**src/design/dfu_pkg.sv**
```systemverilog
// Shared types, constants and helpers for the delimited field unescaper.
`default_nettype none
package dfu_pkg;

    localparam logic [7:0] BRACE_OPEN    = 8'h7B;
    localparam logic [7:0] BRACE_CLOSE   = 8'h7D;
    localparam logic [7:0] BRACKET_OPEN  = 8'h5B;
    localparam logic [7:0] BRACKET_CLOSE = 8'h5D;
    localparam logic [7:0] BACKSLASH     = 8'h5C;

    localparam logic DELIM_BRACES   = 1'b0;
    localparam logic DELIM_BRACKETS = 1'b1;

    typedef enum logic [2:0] {
        MODE_SEARCH = 3'd0,
        MODE_FIELD  = 3'd1,
        MODE_CLOSER = 3'd2,
        MODE_ESC1   = 3'd3,
        MODE_ESC2   = 3'd4
    } mode_t;

    typedef struct packed {
        mode_t      mode;
        logic [3:0] nibble;
        logic       nibble_hex;
    } parse_state_t;

    typedef struct packed {
        logic       has;
        logic [7:0] data;
        logic       byte_valid;
        logic       field_end;
    } step_result_t;

    typedef struct packed {
        logic       ok;
        logic [3:0] value;
    } hex_digit_t;

    function automatic hex_digit_t hex_decode(input logic [7:0] c);
        hex_digit_t r;
        r.ok    = 1'b1;
        r.value = 4'd0;
        if (c >= 8'h30 && c <= 8'h39) begin
            r.value = c[3:0];
        end else if ((c >= 8'h41 && c <= 8'h46) || (c >= 8'h61 && c <= 8'h66)) begin
            r.value = c[3:0] + 4'd9;
        end else begin
            r.ok = 1'b0;
        end
        return r;
    endfunction

endpackage
`default_nettype wire

```
**src/design/dfu_step.sv**
```systemverilog
// Per-word parse step: next parser state and the result word for one input byte.
`default_nettype none
module dfu_step (
    input  wire logic                  delim_kind,
    input  wire dfu_pkg::parse_state_t state_cur,
    input  wire logic [7:0]            in_byte,
    input  wire logic                  eot,
    output dfu_pkg::parse_state_t      state_nxt,
    output dfu_pkg::step_result_t      result
);

    logic [7:0]          opener;
    logic [7:0]          closer;
    dfu_pkg::hex_digit_t digit;

    assign opener = (delim_kind == dfu_pkg::DELIM_BRACKETS) ? dfu_pkg::BRACKET_OPEN
                                                            : dfu_pkg::BRACE_OPEN;
    assign closer = (delim_kind == dfu_pkg::DELIM_BRACKETS) ? dfu_pkg::BRACKET_CLOSE
                                                            : dfu_pkg::BRACE_CLOSE;
    assign digit  = dfu_pkg::hex_decode(in_byte);

    always_comb
    begin
        state_nxt = state_cur;
        case (state_cur.mode)
            dfu_pkg::MODE_FIELD:
            begin
                if (eot) begin
                    state_nxt.mode = dfu_pkg::MODE_SEARCH;
                end else if (in_byte == closer) begin
                    state_nxt.mode = dfu_pkg::MODE_CLOSER;
                end else if (in_byte == dfu_pkg::BACKSLASH) begin
                    state_nxt.mode = dfu_pkg::MODE_ESC1;
                end else begin
                    state_nxt.mode = dfu_pkg::MODE_FIELD;
                end
            end
            dfu_pkg::MODE_CLOSER:
            begin
                if (eot) begin
                    state_nxt.mode = dfu_pkg::MODE_SEARCH;
                end else if (in_byte == closer || in_byte == opener) begin
                    state_nxt.mode = dfu_pkg::MODE_FIELD;
                end else begin
                    state_nxt.mode = dfu_pkg::MODE_SEARCH;
                end
            end
            dfu_pkg::MODE_ESC1:
            begin
                if (in_byte == dfu_pkg::BACKSLASH) begin
                    state_nxt.mode = eot ? dfu_pkg::MODE_SEARCH : dfu_pkg::MODE_FIELD;
                end else begin
                    state_nxt.nibble     = digit.value;
                    state_nxt.nibble_hex = digit.ok;
                    state_nxt.mode       = eot ? dfu_pkg::MODE_SEARCH : dfu_pkg::MODE_ESC2;
                end
            end
            dfu_pkg::MODE_ESC2:
            begin
                state_nxt.mode = eot ? dfu_pkg::MODE_SEARCH : dfu_pkg::MODE_FIELD;
            end
            default:
            begin
                if (in_byte == opener && !eot) begin
                    state_nxt.mode = dfu_pkg::MODE_FIELD;
                end else begin
                    state_nxt.mode = dfu_pkg::MODE_SEARCH;
                end
            end
        endcase
    end

    always_comb
    begin
        result = '0;
        case (state_cur.mode)
            dfu_pkg::MODE_FIELD:
            begin
                if (in_byte == closer || in_byte == dfu_pkg::BACKSLASH) begin
                    result.has       = eot;
                    result.field_end = eot;
                end else begin
                    result.has        = 1'b1;
                    result.byte_valid = 1'b1;
                    result.data       = in_byte;
                    result.field_end  = eot;
                end
            end
            dfu_pkg::MODE_CLOSER:
            begin
                result.has = 1'b1;
                if (in_byte == closer) begin
                    result.byte_valid = 1'b1;
                    result.data       = in_byte;
                    result.field_end  = eot;
                end else begin
                    result.field_end = 1'b1;
                end
            end
            dfu_pkg::MODE_ESC1:
            begin
                if (in_byte == dfu_pkg::BACKSLASH) begin
                    result.has        = 1'b1;
                    result.byte_valid = 1'b1;
                    result.data       = in_byte;
                    result.field_end  = eot;
                end else if (eot) begin
                    result.has        = 1'b1;
                    result.byte_valid = 1'b1;
                    result.data       = {4'd0, digit.value};
                    result.field_end  = 1'b1;
                end
            end
            dfu_pkg::MODE_ESC2:
            begin
                result.has        = 1'b1;
                result.byte_valid = 1'b1;
                result.field_end  = eot;
                if (!state_cur.nibble_hex) begin
                    result.data = 8'd0;
                end else if (digit.ok) begin
                    result.data = {state_cur.nibble, digit.value};
                end else begin
                    result.data = {4'd0, state_cur.nibble};
                end
            end
            default:
            begin
                if (in_byte == opener && eot) begin
                    result.has       = 1'b1;
                    result.field_end = 1'b1;
                end
            end
        endcase
    end

endmodule
`default_nettype wire

```
**src/design/delimited_field_unescaper.sv**
```systemverilog
// Top level of the delimited field unescaper: word registers, parser state, output stage.
//
// Usage:
//   s_*   : input stream, one raw text byte per word in s_tdata; s_tlast marks the
//           final byte of the text.
//   m_*   : decoded stream; m_tdata carries the decoded byte (zero when m_tuser is 0),
//           m_tuser = 1 when m_tdata is a decoded byte, m_tlast = 1 at field end.
//           A word may carry both a byte and the field end.
//   cfg_* : delimiter select, 0 = braces, 1 = square brackets; write only while idle.
//   Input words that decode to nothing produce no output word.
// Timing: an accepted word is held and parsed in the input register, and its result
//   is registered in the output register that drives m_*. One word per cycle is
//   accepted sustained unless m_* stalls; input and output registers hold one word each.
// Stall: while m_tready is low and a result waits, a word that yields a result holds
//   in the input register and s_tready drops; words that yield nothing still pass.
// Reset: parser returns to searching for an opener, both registers empty, braces
//   selected.
`default_nettype none
module delimited_field_unescaper (
    input  wire logic       clk,
    input  wire logic       rst_n,
    input  wire logic       s_tvalid,
    output logic            s_tready,
    input  wire logic [7:0] s_tdata,   // [7:0] in_byte
    input  wire logic       s_tlast,   // end_of_text
    output logic            m_tvalid,
    input  wire logic       m_tready,
    output logic [7:0]      m_tdata,   // [7:0] out_byte
    output logic            m_tuser,   // byte_valid
    output logic            m_tlast,   // field_end
    input  wire logic       cfg_valid,
    output logic            cfg_ready,
    input  wire logic [0:0] cfg_data   // [0] delimiter_kind
);

    logic                  delim_reg;
    logic                  in_valid_reg;
    logic [7:0]            in_byte_reg;
    logic                  in_eot_reg;
    dfu_pkg::parse_state_t state_reg;
    dfu_pkg::parse_state_t state_next;
    dfu_pkg::step_result_t step_res;
    logic                  out_valid_reg;
    logic [7:0]            out_byte_reg;
    logic                  out_bv_reg;
    logic                  out_end_reg;
    logic                  advance;

    dfu_step u_step (
        .delim_kind (delim_reg),
        .state_cur  (state_reg),
        .in_byte    (in_byte_reg),
        .eot        (in_eot_reg),
        .state_nxt  (state_next),
        .result     (step_res)
    );

    assign advance   = in_valid_reg && (!step_res.has || !out_valid_reg || m_tready);
    assign s_tready  = !in_valid_reg || advance;
    assign cfg_ready = 1'b1;

    always_ff @(posedge clk or negedge rst_n)
    begin
        if (!rst_n)
        begin
            delim_reg <= dfu_pkg::DELIM_BRACES;
        end
        else if (cfg_valid && cfg_ready)
        begin
            delim_reg <= cfg_data[0];
        end
    end

    always_ff @(posedge clk or negedge rst_n)
    begin
        if (!rst_n)
        begin
            in_valid_reg <= 1'b0;
        end
        else if (s_tready)
        begin
            in_valid_reg <= s_tvalid;
        end
    end

    always_ff @(posedge clk)
    begin
        if (s_tvalid && s_tready)
        begin
            in_byte_reg <= s_tdata;
            in_eot_reg  <= s_tlast;
        end
    end

    always_ff @(posedge clk or negedge rst_n)
    begin
        if (!rst_n)
        begin
            state_reg.mode       <= dfu_pkg::MODE_SEARCH;
            state_reg.nibble     <= 4'd0;
            state_reg.nibble_hex <= 1'b0;
        end
        else if (advance)
        begin
            state_reg <= state_next;
        end
    end

    always_ff @(posedge clk or negedge rst_n)
    begin
        if (!rst_n)
        begin
            out_valid_reg <= 1'b0;
        end
        else if (advance && step_res.has)
        begin
            out_valid_reg <= 1'b1;
        end
        else if (m_tready)
        begin
            out_valid_reg <= 1'b0;
        end
    end

    always_ff @(posedge clk)
    begin
        if (advance && step_res.has)
        begin
            out_byte_reg <= step_res.data;
            out_bv_reg   <= step_res.byte_valid;
            out_end_reg  <= step_res.field_end;
        end
    end

    assign m_tvalid = out_valid_reg;
    assign m_tdata  = out_byte_reg;
    assign m_tuser  = out_bv_reg;
    assign m_tlast  = out_end_reg;

`ifndef NO_ASSERTIONS
    a_result_nonempty: assert property (@(posedge clk) disable iff (!rst_n)
        m_tvalid |-> (m_tuser || m_tlast))
        else $error("output word carries neither byte nor field end");

    a_zero_when_no_byte: assert property (@(posedge clk) disable iff (!rst_n)
        (m_tvalid && !m_tuser) |-> (m_tdata == 8'd0))
        else $error("output byte nonzero without byte_valid");

    a_eot_resets_mode: assert property (@(posedge clk) disable iff (!rst_n)
        (advance && in_eot_reg) |=> (state_reg.mode == dfu_pkg::MODE_SEARCH))
        else $error("parser not searching after end of text");
`endif

endmodule
`default_nettype wire

```
**config.mk**
```make
export PLATFORM = sky130hd
export DESIGN_NAME = delimited_field_unescaper
export DESIGN_NICKNAME = d
export VERILOG_FILES = /design/src/design/dfu_pkg.sv /design/src/design/dfu_step.sv /design/src/design/delimited_field_unescaper.sv
export SDC_FILE = /design/constraint.sdc
export NUM_CORES = 1
export LEC_CHECK = 0
export BUFFER_PORTS_ARGS = -buffer_cell sky130_fd_sc_hd__buf_2
export CORE_MARGIN = 8
export CORE_UTILIZATION = 40
export DETAILED_ROUTE_END_ITERATION = 8
export SLEW_MARGIN = 20
export SYNTH_ARGS = -nofsm -noshare
export SYNTH_HDL_FRONTEND = slang
export SYNTH_SLANG_ARGS = --single-unit
```
**constraint.sdc**
```tcl
create_clock -name clk -period 2.6 [get_ports clk]
set_input_delay 0.52 -clock clk [delete_from_list [all_inputs] [get_ports clk]]
set_output_delay 0.52 -clock clk [all_outputs]
set_load 0.03 [all_outputs]
```
# After elaboration in Yosys (flattened, before gate mapping)

Index checks and enable logic that the tools add are counted.

Add/sub/neg operators: 1
Multiply operators: 0
Div/mod/pow operators: 0
$lt $le $gt $ge: 6
Eq/ne operators: 7
Shifts and indexed selects: 0
Muxes and demuxes: 30
Bitwise operators: 1
Reduce and logical (&&, ||, !) cells: 22

Operators with widths:

| kind                                                                                 | count |
|---|---|
| 9-bit one-hot mux with 4 select lines                                                | 1 |
| 11-bit two-way mux                                                                   | 2 |
| 9-bit two-way mux                                                                    | 2 |
| 8-bit equality test                                                                  | 2 |
| 8-bit by 7-bit greater-or-equal comparator with 1-bit output (second input constant) | 2 |
| 8-bit by 7-bit less-or-equal comparator with 1-bit output (second input constant)    | 2 |
| 8-bit two-way mux                                                                    | 2 |
| 3-bit two-way mux                                                                    | 5 |
| 6-bit two-way mux                                                                    | 2 |
| 3-bit one-hot mux with 4 select lines                                                | 1 |
| 1-bit two-way mux                                                                    | 10 |
| 8-bit by 7-bit equality test with 1-bit output (second input constant)               | 1 |
| 8-bit by 6-bit greater-or-equal comparator with 1-bit output (second input constant) | 1 |
| 8-bit by 6-bit less-or-equal comparator with 1-bit output (second input constant)    | 1 |
| 1-bit logical AND                                                                    | 8 |
| 4-bit two-way mux                                                                    | 2 |
| 3-bit by 2-bit equality test with 1-bit output (second input constant)               | 2 |
| 1-bit logical OR                                                                     | 6 |
| 1-bit one-hot mux with 3 select lines                                                | 2 |
| 4-bit adder (second input constant)                                                  | 1 |
| 1-bit logical NOT                                                                    | 4 |
| 2-bit OR reduction                                                                   | 2 |
| 3-bit by 1-bit equality test with 1-bit output (second input constant)               | 1 |
| 3-bit equality test (second input constant)                                          | 1 |
| 4 further kinds                                                                      | 4 |

Bits in registers: 30
Bits in latches: 0
Bits in writable memories: 0
Memory bits (read-only): 0
Bits of input ports: 15
Output and inout port bits: 13
Logic and storage cells: 78
Memories kept: 0

# Logic depth before layout (Yosys ltp)

Word-level depth: 14
Mapped depth: 8
Depth with buffers taken out: 7

# By module

From an unflattened synthesis, not the netlist that was laid out.

Cells, all modules: 184
Area total of the unflattened synthesis: 1881.8 um2

By module, submodules not included:

| module                    | instances | cells an instance | area an instance (um2) | seq. area each (um2) |
|---|---|---|---|---|
| delimited_field_unescaper | 1         | 80                | 1223.7                 | 845.8 |
| dfu_step                  | 1         | 104               | 658.1                  | 0.0 |

# Least setup slack after synthesis

Ideal clock, no wire load.

Path kind: register -> register
Start point: register in_byte_reg[0]
End point: register in_byte_reg[0] (enable)
Setup time: 381 ps
Arrival time: 2093 ps
Data required time: 2219 ps
Setup slack: 126 ps
Stages on the path, launching flop included: 8
Buffers on the path: 0
Clock period less this slack: 2474 ps
Path through: edfxtp_1 -> inv_1 -> ha_1 -> and3b_2 -> a211oi_1 -> a21o_1 -> nor2_1 -> a31oi_1

Cells in the longest elaborated chain, start to end: 10

RTL lines:

| item                                                  | RTL line                        | source |
|---|---|---|
| from (decl)                                           | delimited_field_unescaper.sv:38 | `logic [7:0] in_byte_reg;` |
| from (signal assigned)                                | delimited_field_unescaper.sv:90 | `in_byte_reg <= s_tdata;` |
| 8-bit equality test (tied with other cells)           | dfu_step.sv:129                 | `if (in_byte == opener && eot) begin` |
| 1-bit logical AND or 1-bit logical OR (tied branches) | dfu_step.sv:129, dfu_step.sv:79 |  |
| 1-bit two-way mux, on equally long branches           | dfu_step.sv:129, dfu_step.sv:79 |  |
| 1-bit one-hot mux with 3 select lines *               | dfu_step.sv:76                  | `case (state_cur.mode)` |
| 1-bit logical NOT *                                   | delimited_field_unescaper.sv:58 | `assign advance = in_valid_reg && (!step_res.has \|\| !out_valid_reg \|\| m_tready);` |
| 1-bit logical OR * (2 in series)                      | delimited_field_unescaper.sv:58 |  |
| 1-bit logical AND *                                   | delimited_field_unescaper.sv:58 |  |
| 1-bit logical OR *                                    | delimited_field_unescaper.sv:59 | `assign s_tready = !in_valid_reg \|\| advance;` |
| 1-bit logical AND *                                   | delimited_field_unescaper.sv:88 | `if (s_tvalid && s_tready)` |

Mark *: on every way between the ends. The rest lies on a longest branch, timed or not.
A chain may end at the register's enable or synchronous reset.

# Final worst setup path

Start point: register in_byte_reg[7]
End point: output port s_tready

Cells in the longest elaborated chain, start to end: 9

RTL lines:

| item                                                  | RTL line                        | source |
|---|---|---|
| 8-bit equality test (tied with other cells)           | dfu_step.sv:129                 |  |
| 1-bit logical AND or 1-bit logical OR (tied branches) | dfu_step.sv:129, dfu_step.sv:79 |  |
| 1-bit two-way mux, on equally long branches           | dfu_step.sv:129, dfu_step.sv:79 |  |
| 1-bit one-hot mux with 3 select lines *               | dfu_step.sv:76                  |  |
| 1-bit logical NOT *                                   | delimited_field_unescaper.sv:58 |  |
| 1-bit logical OR * (2 in series)                      | delimited_field_unescaper.sv:58 |  |
| 1-bit logical AND *                                   | delimited_field_unescaper.sv:58 |  |
| 1-bit logical OR *                                    | delimited_field_unescaper.sv:59 |  |
| to (decl)                                             | delimited_field_unescaper.sv:23 | `output logic s_tready,` |

Marks and branches as above.

==> reports/metrics.csv <==
metric;value;unit
cts_num_sinks;30;
cap_violations;0;
p_per_area;445;mW/mm^2
syn-instance-count;165;
die_width;83.2;um
row_count;24;
cts_tree;built;
power_leakage;0.859;nW
overflow;0;
min_period_over_period;0.980;
synth_cell_types;61;
start_util;0.415;
synth_fa_ha_area_frac;0.0208;
critPathMaxFanout;5;
tns;0;ns
hpwlAfterDp;3040;um
vias;1482;
postRouteAntennaNets;0;
cts_buffers;5;
grt_max_degree;12;
crit_path_start_kind;register;
worstPathRequired;2.08;ns
synth_edf_count;19;
htree_levels;2;
io_pins;28;
synth_compound_area_frac;0.229;
cts.clk_slew.worst_paths;0.06;ns
drc;0;
synth_top_family_by_area;compound AO/OA/AOI/OAI gates;
final_nets;222;
synth_ff_type;edfxtp_1;
status;finished clean;
avgRoutedWirePerCell;16.2;um
clkLatencyLatePin;0.28;ns
vias_per_cell;5.77;
drtPass1Iterations;4;
gp_congestion;0.898;
yosys.area_share.simple;0.175;
clockBufferDepth;2;
criticalPathCategory;register to output port;
core;0.00435;mm^2
grt_pass1_vias;1394;
grt_setup_unrepaired;yes;
mappedNetlistNets;183;
final.min_clock_period;2.55;ns
hold_buffers;0;
ys_seq_elements;30;
finalHoldViolCount;0;
final_cells;257;
max_freq;393;MHz
synth-xor-area-share;0.0146;
num-fill-cells;377;
area_growth;21.3;%
wl;4160;um
io_buffers;26;
p_total;0.000975;W
syn-cell-area;0.00181;mm^2
grt_pass1_wl;6800;um
slew_viol_final;0;
max-slew-margin-rel;0.665;
critPathCaptureType;output port;
die_h;83.2;um
grt_usage;0.117;
avgSynthCellArea;10.9;um^2
n_antenna_cell;0;
skew;0.00404;ns
synth_warnings;0;
placed_cells;241;
antenna_found_initial;0;
cp_data_arrival_time;2.03;ns
synthMuxAreaShare;0.0541;
drive_above_1_share;0.322;
final-setup-viol-count;0;
synth_async_sr_flop_share;0.367;
root_buffer;clkbuf_8;
dieArea;0.00692;mm^2
tightest_slew;0.499;ns
hp-class;input port to async pin;
vdd_ir_drop_max;341;uV
ys_seq_area_frac;0.468;
drt_iter0_markers;256;
-- path summary, 6_finish.rpt --
kind / from / to / slack, ns / cells past startpoint
max: in_byte_reg[7]$_DFFE_PP_ / s_tready / 0.05 / 6
min: rst_n / delim_reg$_DFFE_PN0P_ / 0.11 / 1
max reg2reg: in_byte_reg[7]$_DFFE_PP_ / m_tdata[1]$_DFFE_PP_ / 0.18 / 6
min reg2reg: state_reg[0]$_DFFE_PN0P_ / state_reg[0]$_DFFE_PN0P_ / 0.55 / 2
max in group asynchronous: rst_n / state_reg[6]$_DFFE_PN0P_ / 2.26 / 1
min in group clk: s_tdata[4] / in_byte_reg[4]$_DFFE_PP_ / 0.41 / 1
-- metrics by stage --
stage | hold WS [ns] | instance area (um^2) | setup slack, ns | utilization
floorplan | 0.224 | 1810 | 0.126 | -
global placement | 0.415 | 2010 | 0.194 | 0.461
detailed placement | 0.420 | 2010 | 0.105 | 0.461
CTS | 0.118 | 2110 | 0.0104 | 0.485
global route | 0.122 | 2190 | -0.0820 | 0.503
finish | 0.113 | 2190 | 0.0524 | 0.503
-- kinds of logic (layout without fill, tap and decap cells) --
kind of cell,count (synthesis),count (layout)
AOI/OAI and AO/OA,54,54
xor gates and xnor gates,3,3
adders and majority gates,3,3
buffers and inverters,16,56
DFF,30,30
muxes,9,9
other,1,1
and+or+nand+nor,49,49
-- synthesized netlist by cell type, types with 2 or more instances --
cell type,number,area share
edfxtp_1,19,0.32
a211oi_1,3,0.012
a21oi_1,10,0.028
mux2_2,6,0.037
o21bai_1,2,0.0083
o211ai_1,2,0.0083
a22o_1,4,0.019
dfrtp_1,11,0.15
nor4_1,2,0.0069
nor2_1,7,0.015
nand2b_1,3,0.010
nor3_1,4,0.011
a31oi_1,2,0.0069
nand4b_1,2,0.0097
o22ai_1,2,0.0069
o311ai_0,3,0.015
o21ai_0,4,0.011
and2_1,2,0.0069
mux2i_1,3,0.017
clkbuf_1,4,0.0083
o21ai_1,3,0.0083
inv_1,9,0.019
nor2b_1,2,0.0069
xnor2_1,2,0.0097
buf_2,2,0.0055
a21o_1,4,0.017
ha_1,3,0.021
nand3_1,5,0.014
nand2_1,8,0.017
-- worst max-delay path, cell delays in order (launching register included) --
cell and delay (ns):
edfxtp_1 0.42, nand4b_1 0.30, nor4b_4 0.50, a21oi_4 0.12, nor2_4 0.16, nand3_2 0.09, buf_6 0.16
-- power by group --
| group | total [W] | switching, W | internal [W] |
|---|---|---|---|
| Combinational | 0.0000894 | 0.0000485 | 0.0000409 |
| Sequential | 0.000536 | 0.0000158 | 0.000520 |
| Clock | 0.000349 | 0.000160 | 0.000189 |
-- layout by cell type (no fill, tap or decap), types with 2 or more instances in the layout --
cell	instances
buf_2	25
o211ai_1	2
clkbuf_1	3
and2_1	2
nand4b_1	2
mux2_2	6
ha_1	2
inv_1	9
o22ai_1	2
dfrtp_1	11
xnor2_1	2
a21oi_1	10
o21ai_1	3
o21bai_1	2
nor2_1	6
nand2b_1	3
nor4_1	2
o311ai_0	3
nor2b_1	2
a22o_1	4
a31oi_1	2
nand3_1	4
o21ai_0	4
buf_4	13
a21o_1	4
a211oi_1	2
nand2_1	8
mux2i_1	3
clkbuf_8	5
edfxtp_1	19
nor3_1	4
-- final cells by class --
type | count | area [um^2] | area share
well taps | 52 | 65.1 | 0.0297
inverters | 9 | 33.8 | 0.0154
multi-input cells | 119 | 931 | 0.425
clock buffers | 8 | 80.1 | 0.0366
flip-flops and latches | 30 | 846 | 0.386
repair buffers | 39 | 234 | 0.107
-- metal layers --
| metal | routed length, um | vias to the layer above | GRT usage |
|---|---|---|---|
| met5 | 0 | - | 0 |
| met4 | 68 | 0 | 0.0463 |
| met3 | 355 | 8 | 0.0420 |
| met2 | 1890 | 73 | 0.180 |
| met1 | 1850 | 686 | 0.146 |
| li1 | - | 715 | - |
-- timing repair --
item | in CTS | in global routing
resized for setup | 5 | 5
setup buffers | 0 | 8
pin swaps | 0 | 3
setup endpoints to repair | 1 | 1
Note: power is estimated with default switching activity, not from simulation.
